`src/rtl/core/cbfd_pkg.sv`:
```
// shared constants and crc-8 helpers for the can boot frame decoder
package cbfd_pkg;

  localparam int unsigned IdWidth   = 29;
  localparam int unsigned LenWidth  = 4;
  localparam int unsigned ByteWidth = 8;
  localparam int unsigned CrcBytes  = 7;
  localparam int unsigned CrcBits   = CrcBytes * ByteWidth;

  localparam logic [IdWidth-1:0]   HOST_ID_LO = IdWidth'(32'h501);
  localparam logic [IdWidth-1:0]   HOST_ID_HI = IdWidth'(32'h508);
  localparam logic [IdWidth-1:0]   PEER_ID_LO = IdWidth'(32'h601);
  localparam logic [IdWidth-1:0]   PEER_ID_HI = IdWidth'(32'h608);
  localparam logic [LenWidth-1:0]  FULL_LEN   = LenWidth'(8);
  localparam logic [ByteWidth-1:0] CRC_POLY   = 8'h07;
  localparam logic [ByteWidth-1:0] ERR_STATUS_RESET = 8'hFF;

  localparam logic KIND_HOST = 1'b0;
  localparam logic KIND_PEER = 1'b1;

  typedef logic [CrcBits-1:0][ByteWidth-1:0] crc_cols_t;

  // column p holds x^(p+8) mod g, p counted from the last message bit
  function automatic crc_cols_t crc_col_table();
    crc_cols_t cols;
    logic [ByteWidth-1:0] r;
    r = 8'h01;
    for (int k = 0; k < ByteWidth; k++) begin
      r = r[ByteWidth-1] ? ((r << 1) ^ CRC_POLY) : (r << 1);
    end
    for (int p = 0; p < CrcBits; p++) begin
      cols[p] = r;
      r = r[ByteWidth-1] ? ((r << 1) ^ CRC_POLY) : (r << 1);
    end
    return cols;
  endfunction

  localparam crc_cols_t CRC_COLS = crc_col_table();

  // parallel crc-8 of the message, first byte in the top bits
  function automatic logic [ByteWidth-1:0] crc8_msg(input logic [CrcBits-1:0] msg);
    logic [ByteWidth-1:0] c;
    c = '0;
    for (int p = 0; p < CrcBits; p++) begin
      c = c ^ (msg[p] ? CRC_COLS[p] : '0);
    end
    return c;
  endfunction

endpackage

```
`src/rtl/core/can_boot_frame_decoder.sv`:
```
// can boot frame decoder top level: crc check, id classification and field split
//
//  channel  | handshake                 | contents
//  frame    | frame_valid / frame_stall | can_id, data_length, data_byte_0..7
//  result   | result_valid/result_stall | accepted, frame_kind, decoded fields, echo_id
//  config   | cfg_we                    | cfg_wdata -> error status value
//
// one word per cycle unless result_stall holds the result register; input register, then result register
// the crc is a single xor tree between the two registers
// result_stall holds the result register and backs up into frame_stall
// rst clears valids and sets the error status value to 0xff
module can_boot_frame_decoder (
  input  logic                                   clk,
  input  logic                                   rst,
  input  logic                                   frame_valid,
  output logic                                   frame_stall,
  input  logic [cbfd_pkg::IdWidth-1:0]           can_id,
  input  logic [cbfd_pkg::LenWidth-1:0]          data_length,
  input  logic [cbfd_pkg::ByteWidth-1:0]         data_byte_0,
  input  logic [cbfd_pkg::ByteWidth-1:0]         data_byte_1,
  input  logic [cbfd_pkg::ByteWidth-1:0]         data_byte_2,
  input  logic [cbfd_pkg::ByteWidth-1:0]         data_byte_3,
  input  logic [cbfd_pkg::ByteWidth-1:0]         data_byte_4,
  input  logic [cbfd_pkg::ByteWidth-1:0]         data_byte_5,
  input  logic [cbfd_pkg::ByteWidth-1:0]         data_byte_6,
  input  logic [cbfd_pkg::ByteWidth-1:0]         data_byte_7,
  input  logic                                   cfg_we,
  input  logic [cbfd_pkg::ByteWidth-1:0]         cfg_wdata,
  output logic                                   result_valid,
  input  logic                                   result_stall,
  output logic                                   accepted,
  output logic                                   frame_kind,
  output logic [cbfd_pkg::ByteWidth-1:0]         node_or_target,
  output logic [cbfd_pkg::ByteWidth-1:0]         command,
  output logic [cbfd_pkg::ByteWidth-1:0]         status_or_source,
  output logic [4*cbfd_pkg::ByteWidth-1:0]       payload,
  output logic [2*cbfd_pkg::ByteWidth-1:0]       session,
  output logic [2*cbfd_pkg::ByteWidth-1:0]       value,
  output logic [cbfd_pkg::ByteWidth-1:0]         error_code,
  output logic [cbfd_pkg::IdWidth-1:0]           echo_id
);
  import cbfd_pkg::*;

  logic                  err_status;
  logic                  held;
  logic [IdWidth-1:0]    held_id;
  logic [LenWidth-1:0]   held_len;
  logic [7:0][ByteWidth-1:0] held_bytes;

  logic                  advance;
  logic                  take;
  logic                  is_host;
  logic                  is_peer;
  logic                  crc_ok;
  logic                  ok;
  logic [ByteWidth-1:0]  err_value;

  logic                  accepted_next;
  logic                  frame_kind_next;
  logic [ByteWidth-1:0]  node_next;
  logic [ByteWidth-1:0]  command_next;
  logic [ByteWidth-1:0]  status_next;
  logic [4*ByteWidth-1:0] payload_next;
  logic [2*ByteWidth-1:0] session_next;
  logic [2*ByteWidth-1:0] value_next;
  logic [ByteWidth-1:0]  error_code_next;
  logic [IdWidth-1:0]    echo_id_next;

  assign advance     = !result_valid || !result_stall;
  assign frame_stall = held && !advance;
  assign take        = frame_valid && !frame_stall;

  // config register
  always_ff @(posedge clk) begin
    if (rst) begin
      err_value <= ERR_STATUS_RESET;
    end else if (cfg_we) begin
      err_value <= cfg_wdata;
    end
  end

  // input register
  always_ff @(posedge clk) begin
    if (rst) begin
      held <= 1'b0;
    end else if (take) begin
      held <= 1'b1;
    end else if (advance) begin
      held <= 1'b0;
    end
  end

  always_ff @(posedge clk) begin
    if (take) begin
      held_id    <= can_id;
      held_len   <= data_length;
      held_bytes <= {data_byte_7, data_byte_6, data_byte_5, data_byte_4,
                     data_byte_3, data_byte_2, data_byte_1, data_byte_0};
    end
  end

  // decode
  always_comb begin
    is_host    = held_id inside {[HOST_ID_LO:HOST_ID_HI]};
    is_peer    = held_id inside {[PEER_ID_LO:PEER_ID_HI]};
    crc_ok     = crc8_msg({held_bytes[0], held_bytes[1], held_bytes[2], held_bytes[3],
                           held_bytes[4], held_bytes[5], held_bytes[6]}) == held_bytes[7];
    ok         = (is_host || is_peer) && (held_len == FULL_LEN) && crc_ok;
    err_status = is_host && (held_bytes[2] == err_value);

    accepted_next   = 1'b0;
    frame_kind_next = KIND_HOST;
    node_next       = '0;
    command_next    = '0;
    status_next     = '0;
    payload_next    = '0;
    session_next    = '0;
    value_next      = '0;
    error_code_next = '0;
    echo_id_next    = '0;
    if (ok) begin
      accepted_next   = 1'b1;
      frame_kind_next = is_peer ? KIND_PEER : KIND_HOST;
      node_next       = held_bytes[0];
      command_next    = held_bytes[1];
      status_next     = held_bytes[2];
      payload_next    = {held_bytes[6], held_bytes[5], held_bytes[4], held_bytes[3]};
      echo_id_next    = held_id;
      if (is_peer) begin
        session_next = {held_bytes[4], held_bytes[3]};
        value_next   = {held_bytes[6], held_bytes[5]};
      end else if (err_status) begin
        error_code_next = held_bytes[3];
      end
    end
  end

  // result register
  always_ff @(posedge clk) begin
    if (rst) begin
      result_valid <= 1'b0;
    end else if (advance) begin
      result_valid <= held;
    end
  end

  always_ff @(posedge clk) begin
    if (advance && held) begin
      accepted         <= accepted_next;
      frame_kind       <= frame_kind_next;
      node_or_target   <= node_next;
      command          <= command_next;
      status_or_source <= status_next;
      payload          <= payload_next;
      session          <= session_next;
      value            <= value_next;
      error_code       <= error_code_next;
      echo_id          <= echo_id_next;
    end
  end

  // checks
  a_reject_zero: assert property (@(posedge clk) disable iff (rst)
    result_valid && !accepted |-> (payload == '0) && (echo_id == '0) &&
      (frame_kind == KIND_HOST))
    else $error("rejected word carries nonzero fields");

  a_peer_no_error: assert property (@(posedge clk) disable iff (rst)
    result_valid && accepted && frame_kind == KIND_PEER |-> error_code == '0)
    else $error("peer word carries an error code");

  a_host_no_session: assert property (@(posedge clk) disable iff (rst)
    result_valid && accepted && frame_kind == KIND_HOST |-> session == '0 && value == '0)
    else $error("host word carries session or value");

  a_id_range: assert property (@(posedge clk) disable iff (rst)
    result_valid && accepted |->
      (echo_id >= HOST_ID_LO && echo_id <= HOST_ID_HI) ||
      (echo_id >= PEER_ID_LO && echo_id <= PEER_ID_HI))
    else $error("accepted word with id outside both ranges");

  a_held_kept: assert property (@(posedge clk) disable iff (rst)
    held && !advance |=> held)
    else $error("input word dropped while result stalled");

endmodule

```
`config.mk`:
```
export PLATFORM = sky130hd
export DESIGN_NAME = can_boot_frame_decoder
export DESIGN_NICKNAME = d
export VERILOG_FILES = /design/src/rtl/core/cbfd_pkg.sv /design/src/rtl/core/can_boot_frame_decoder.sv
export SDC_FILE = /design/constraint.sdc
export NUM_CORES = 1
export LEC_CHECK = 0
export BUFFER_PORTS_ARGS = -buffer_cell sky130_fd_sc_hd__buf_2
export CAP_MARGIN = 20
export CELL_PAD_IN_SITES_DETAIL_PLACEMENT = 0
export CELL_PAD_IN_SITES_GLOBAL_PLACEMENT = 1
export CORE_ASPECT_RATIO = 1.5
export CORE_MARGIN = 4
export CORE_UTILIZATION = 49
export CTS_BUF_LIST = sky130_fd_sc_hd__clkbuf_4
export DETAILED_ROUTE_END_ITERATION = 8
export PLACE_DENSITY = 0.95
export SYNTH_ARGS = -nofsm -noshare
export SYNTH_HDL_FRONTEND = slang
export SYNTH_SLANG_ARGS = --single-unit
```
`constraint.sdc`:
```
create_clock -name clk -period 25.1 [get_ports clk]
set_input_delay 1.255 -clock clk [delete_from_list [all_inputs] [get_ports clk]]
set_output_delay 1.255 -clock clk [all_outputs]
set_load 0.05 [all_outputs]
```
# --- Word-level counts from Yosys, hierarchy flattened ---
# Index checks and enable logic that the tools add are counted.
word_totals:
  ff_bits: 234
  elab_cells: 164
classes:
  order_cmp: 4
  reduce_logical: 17
  mux: 60
  eq_ne: 3
  bitwise: 57
ops:
  columns: ["cell", "count"]
  rows:
  - ["$mux W8", 26]
  - ["$xor A8 B8 Y8", 25]
  - ["$xor A8 B7 Y8", 15]
  - ["$mux W7", 16]
  - ["$ge A29 B11 Y1 const B", 2]
  - ["$le A29 B11 Y1 const B", 2]
  - ["$xor A8 B6 Y8", 6]
  - ["$mux W6", 7]
  - ["$xor A8 B5 Y8", 3]
  - ["$mux W5", 4]
  - ["$eq A8 B8 Y1", 2]
  - ["$logic_and A1 B1 Y1", 8]
  - ["$mux W4", 2]
  - ["$xor A7 B8 Y8", 1]
  - ["$xor A8 B4 Y8", 1]
  - ["$xor A6 B7 Y7", 1]
  - ["$xor A5 B6 Y6", 1]
  - ["$xor A4 B5 Y5", 1]
  - ["$eq A4 B4 Y1 const B", 1]
  - ["$logic_not A1 Y1", 4]
  - ["$mux W1", 4]
  - ["$xor A3 B4 Y4", 1]
  - ["$mux W3", 1]
  - ["$reduce_or A3 Y1", 1]
  - ["4 further kinds", 6]

# --- Logic depth before layout (Yosys ltp) ---
logic_depth:
  ltp_word: 60
  depth_mapped: 11
  ltp_nobuf: 7

# --- Least setup slack after synthesis ---
# No wires, ideal clock.
synth_path:
  kind: "in2reg"
  startpoint: "input result_stall"
  endpoint: "register accepted (enable)"
  arrival_ns: 10.436
  stages: 1
  setup_ns: 0.806
  setup_slack_ns: 13.859
  n_path_buf: 0
  path_cell_list: "a21boi_0"
synth_between:
  elab_chain_cells: 3
synth_rtl:
  columns: ["item", "line_no", "text"]
  rows:
  - ["from (decl)", "can_boot_frame_decoder.sv:30", "input logic result_stall,"]
  - ["$logic_not A1 Y1", "can_boot_frame_decoder.sv:69", "assign advance = !result_valid || !result_stall;"]
  - ["$logic_or A1 B1 Y1", "can_boot_frame_decoder.sv:69", null]
  - ["$logic_and A1 B1 Y1", "can_boot_frame_decoder.sv:148", "if (advance && held) begin"]
  - ["to (signal assigned)", "can_boot_frame_decoder.sv:149", "accepted <= accepted_next;"]
  - ["to (decl)", "can_boot_frame_decoder.sv:31", "output logic accepted,"]
# Every way passes these cells.
# A chain may end at the register's enable or synchronous reset.

# --- Worst setup path after layout ---
layout_path:
  startpoint: "register held_bytes[29] (netlist name)"
  endpoint: "register value[14] (netlist name) (data pin)"
layout_between:
  elab_chain_cells: 31
layout_rtl:
  columns: ["item", "line_no", "text"]
  rows:
  - ["from (decl)", "can_boot_frame_decoder.sv:48", "logic [7:0][ByteWidth-1:0] held_bytes;"]
  - ["from (signal assigned)", "can_boot_frame_decoder.sv:97", "held_bytes <= {data_byte_7, data_byte_6, data_byte_5, data_byte_4,"]
  - ["$mux W8", "cbfd_pkg.sv:45", "c = c ^ (msg[p] ? CRC_COLS[p] : '0);"]
  - ["$xor A8 B8 Y8 (2 in series)", "cbfd_pkg.sv:45", null]
  - ["$xor A8 B6 Y8", "cbfd_pkg.sv:45", null]
  - ["$xor A8 B7 Y8", "cbfd_pkg.sv:45", null]
  - ["$xor A8 B8 Y8 (2 in series)", "cbfd_pkg.sv:45", null]
  - ["$xor A8 B5 Y8", "cbfd_pkg.sv:45", null]
  - ["$xor A8 B6 Y8", "cbfd_pkg.sv:45", null]
  - ["$xor A8 B7 Y8", "cbfd_pkg.sv:45", null]
  - ["[... 9 more ...]", null, null]
  - ["$xor A8 B8 Y8 (3 in series)", "cbfd_pkg.sv:45", null]
  - ["$xor A8 B7 Y8", "cbfd_pkg.sv:45", null]
  - ["$xor A8 B8 Y8 (3 in series)", "cbfd_pkg.sv:45", null]
  - ["$xor A8 B7 Y8", "cbfd_pkg.sv:45", null]
  - ["$xor A8 B8 Y8", "cbfd_pkg.sv:45", null]
  - ["$eq A8 B8 Y1", "can_boot_frame_decoder.sv:107", "held_bytes[4], held_bytes[5], held_bytes[6]}) == held_bytes[7];"]
  - ["$logic_and A1 B1 Y1", "can_boot_frame_decoder.sv:108", "ok = (is_host || is_peer) && (held_len == FULL_LEN) && crc_ok;"]
  - ["$reduce_and A2 Y1 (no source line)", null, null]
  - ["to (signal assigned)", "can_boot_frame_decoder.sv:156", "value <= value_next;"]
  - ["to (decl)", "can_boot_frame_decoder.sv:38", "output logic [2*cbfd_pkg::ByteWidth-1:0] value,"]
# Every way passes these cells.

==> impl_metrics.csv <==
group,metric,value,unit
status,status,"complete, no violations",
timing,max-slew-margin-rel,29.9,%
timing,rsz0062_at_grt,"false",
place,gp_congestion,0.918,
clock_tree,postCtsResizedCells,0,
clock_tree,cts.sinks,234,
cells_and_area,nets,1048,
routing,drc,0,
routing,wl_met2,12.8,mm
cells_and_area,instances_no_fill,1240,
worst_hold_path,hold_path_class,"reg2reg",
die,rows,63,
cells_and_area,multi_input_area,0.00275,mm²
die,ios,239,
critical_path,startpoint,"held_bytes[29]$_DFFE_PP_",
power_and_ir_drop,ir_drop,43.6,µV
synthesis,async_flop_share,0,%
clock_tree,htreeDepth,2,
synthesis,ys_seq_area_share,69.5,%
clock_tree,cts-root-buf,"clkbuf_4",
grt,grt_pass1_wl,35.7,mm
synthesis,syn-instance-count,648,
grt,grt-ovfl-total,0,
timing,slew_violations,0,
grt,antenna_found_initial,4,
critical_path,worstSetupStartpointType,"register",
timing,final-hold-violation-count,0,
synthesis,synth_warnings,0,
clock_tree,insertion_delay,0.67,ns
routing,wl_met3,1.72,mm
synthesis,synthMostInstantiatedCell,"edfxtp_1",
critical_path,r2r_start,"held_bytes[29]$_DFFE_PP_",
cells_and_area,drive_gt1_share,39.3,%
routing,maxUsedRoutingLayer,"met5",
cells_and_area,area_growth,22.7,%
power_and_ir_drop,p_leak,4.58,nW
die,coreArea,0.0199,mm²
timing,worstMarginPinSlew,1.04,ns
critical_path,crit_fanout,61,
worst_hold_path,hold_start,"held$_SDFFE_PP0P_",
timing,max_freq,0.251,GHz
place,io_buffers,238,
routing,routed_via_density,5.00,
synthesis,synth-seq-cells,234,
die,fp.dieW,124,µm
power_and_ir_drop,p_per_area,78.1,mW/mm²
clock_tree,cts-buffers-inserted,54,
job,cap_violations,0,
clock_tree,clk_pin_slew,0.07,ns
synthesis,synth-edff-count,224,
routing,dr.pass1.iters,4,
place,dp_cells,1140,
routing,wirelength,23.7,mm
place,placedInstanceArea,0.0115,mm²
synthesis,yosys.area.top_type,"edfxtp_1",
synthesis,synth_commonest_cells,"edfxtp_1 (224), xnor2_1 (81), inv_1 (62), nor3_1 (57), nor3_2 (50)",
synthesis,ys_types,30,
clock_tree,post_cts_buffers,0,
place,hpwl,16.8,mm
die,die-area,0.0227,mm²
routing,routedWlPerCell,19.1,µm
clock_tree,cts_buffer_depth,3,
timing,period_share,15.9,%
synthesis,synth.area.top_cells,"edfxtp_1 (67%), xnor2_1 (7.1%), nor3_2 (5.0%), xnor3_1 (4.1%), nor3_1 (2.9%)",
clock_tree,hold_buffers,0,
critical_path,cp-end-kind,"register",
synthesis,syn_area,0.00997,mm²
critical_path,arrival,4.36,ns
timing,finalSetupViolCount,0,
cells_and_area,fin_area,0.0122,mm²
grt,grt_start_max_net_pins,72,
grt,grt_use_total,20.5,%
routing,drt_iter0_markers,379,
routing,wl_met1,8.32,mm
timing,fin_crit,3.99,ns
timing,fin_setup_tns,0,ns
critical_path,critical_path_class,"reg2reg",
routing,postRouteAntennaNets,0,
cells_and_area,fillers,1617,
die,die_y,183,µm
cells_and_area,seq_area,0.00693,mm²
synthesis,syn_avg_cell_area,15.4,µm²
synthesis,netlist.area_leader.share,67.5,%
timing,fin_skew,0.0511,ns
routing,via_count,6201,
synthesis,synthFlopType,"edfxtp_1",
critical_path,cp.required,25.48,ns
clock_tree,cts_tree,"done",
die,start_util,50.2,%
grt,first_global_vias,6385,
worst max-delay path, stage by stage, from the launching register on:
cell      delay (ns)
edfxtp_1        0.56
xnor3_1         0.45
xnor3_1         0.22
xnor3_1         0.41
xnor2_1         0.26
nor3_1          0.12
o22ai_4         0.18
buf_4           0.57
buf_4           0.72
nor3_1          0.16
per-layer routing:
layer / up-vias / GRT usage, %
met5: - / 0
li1: 2937 / -
met4: 2 / 9.43
met1: 2929 / 22.7
met2: 278 / 37.2
met3: 55 / 5.07
cell families after synthesis:
group,synth area share (%)
flip-flops,69.5
other,0.0376
buffers and inverters,4.23
XOR/XNOR,12.8
AND/OR/NAND/NOR,12.3
AO/OA/AOI/OAI,1.20
flip-flops by register name (all words and copies together), names as in the netlist, 4 cells and up:
name	cells
held_len	4
error_code	8
held_bytes	64
value	16
node_or_target	8
session	16
status_or_source	8
echo_id	29
payload	32
held_id	29
err_value	8
command	8
cell type report:
type | count | area share [%]
clock inverter | 22 | 1.18
timing repair buffer | 248 | 10.6
clock buffer | 73 | 4.48
multi-input combinational | 338 | 22.4
tap | 260 | 2.66
antenna | 3 | 0.0614
inverter | 62 | 1.90
sequential | 234 | 56.6
path summary, 6_finish.rpt:
path / end / slack [ns] / cells after the start
setup reg to reg: value[14]$_SDFFCE_PN0P_ / 21.11 / 9
hold reg to reg: result_valid$_SDFFE_PP0N_ / 0.49 / 2
hold / removal: result_valid$_SDFFE_PP0N_ / 0.49 / 2
setup / recovery: value[14]$_SDFFCE_PN0P_ / 21.11 / 9
placed cells by master (no fill, tap or decap), types with 18 or more instances in the layout:
cell type,synthesis,routed
nor3_2,50,50
xnor3_1,18,18
conb_1,1,22
clkbuf_4,0,73
nand4_1,35,35
buf_2,10,238
nor3_1,57,57
xnor2_1,81,81
inv_1,62,62
xor2_1,18,18
edfxtp_1,224,224
power by group:
group          total, W  switching, W  internal, W
Sequential     0.000465     0.0000148     0.000450
Clock          0.000297      0.000141     0.000156
Combinational  0.000193      0.000126    0.0000666
Total          0.000955      0.000282     0.000672
per-stage QoR:
step	setup WS (ns)	utilization, %	hold slack (ns)	total power (W)
floorplan	13.86	-	0.444	0.000620
global placement	21.08	57.8	0.466	0.000661
detailed placement	21.01	57.8	0.492	0.000666
CTS	20.99	61.3	0.503	0.000964
global route	20.93	61.6	0.552	0.00100
finish	21.11	61.6	0.494	0.000955
(Power assumes the default switching activity.)
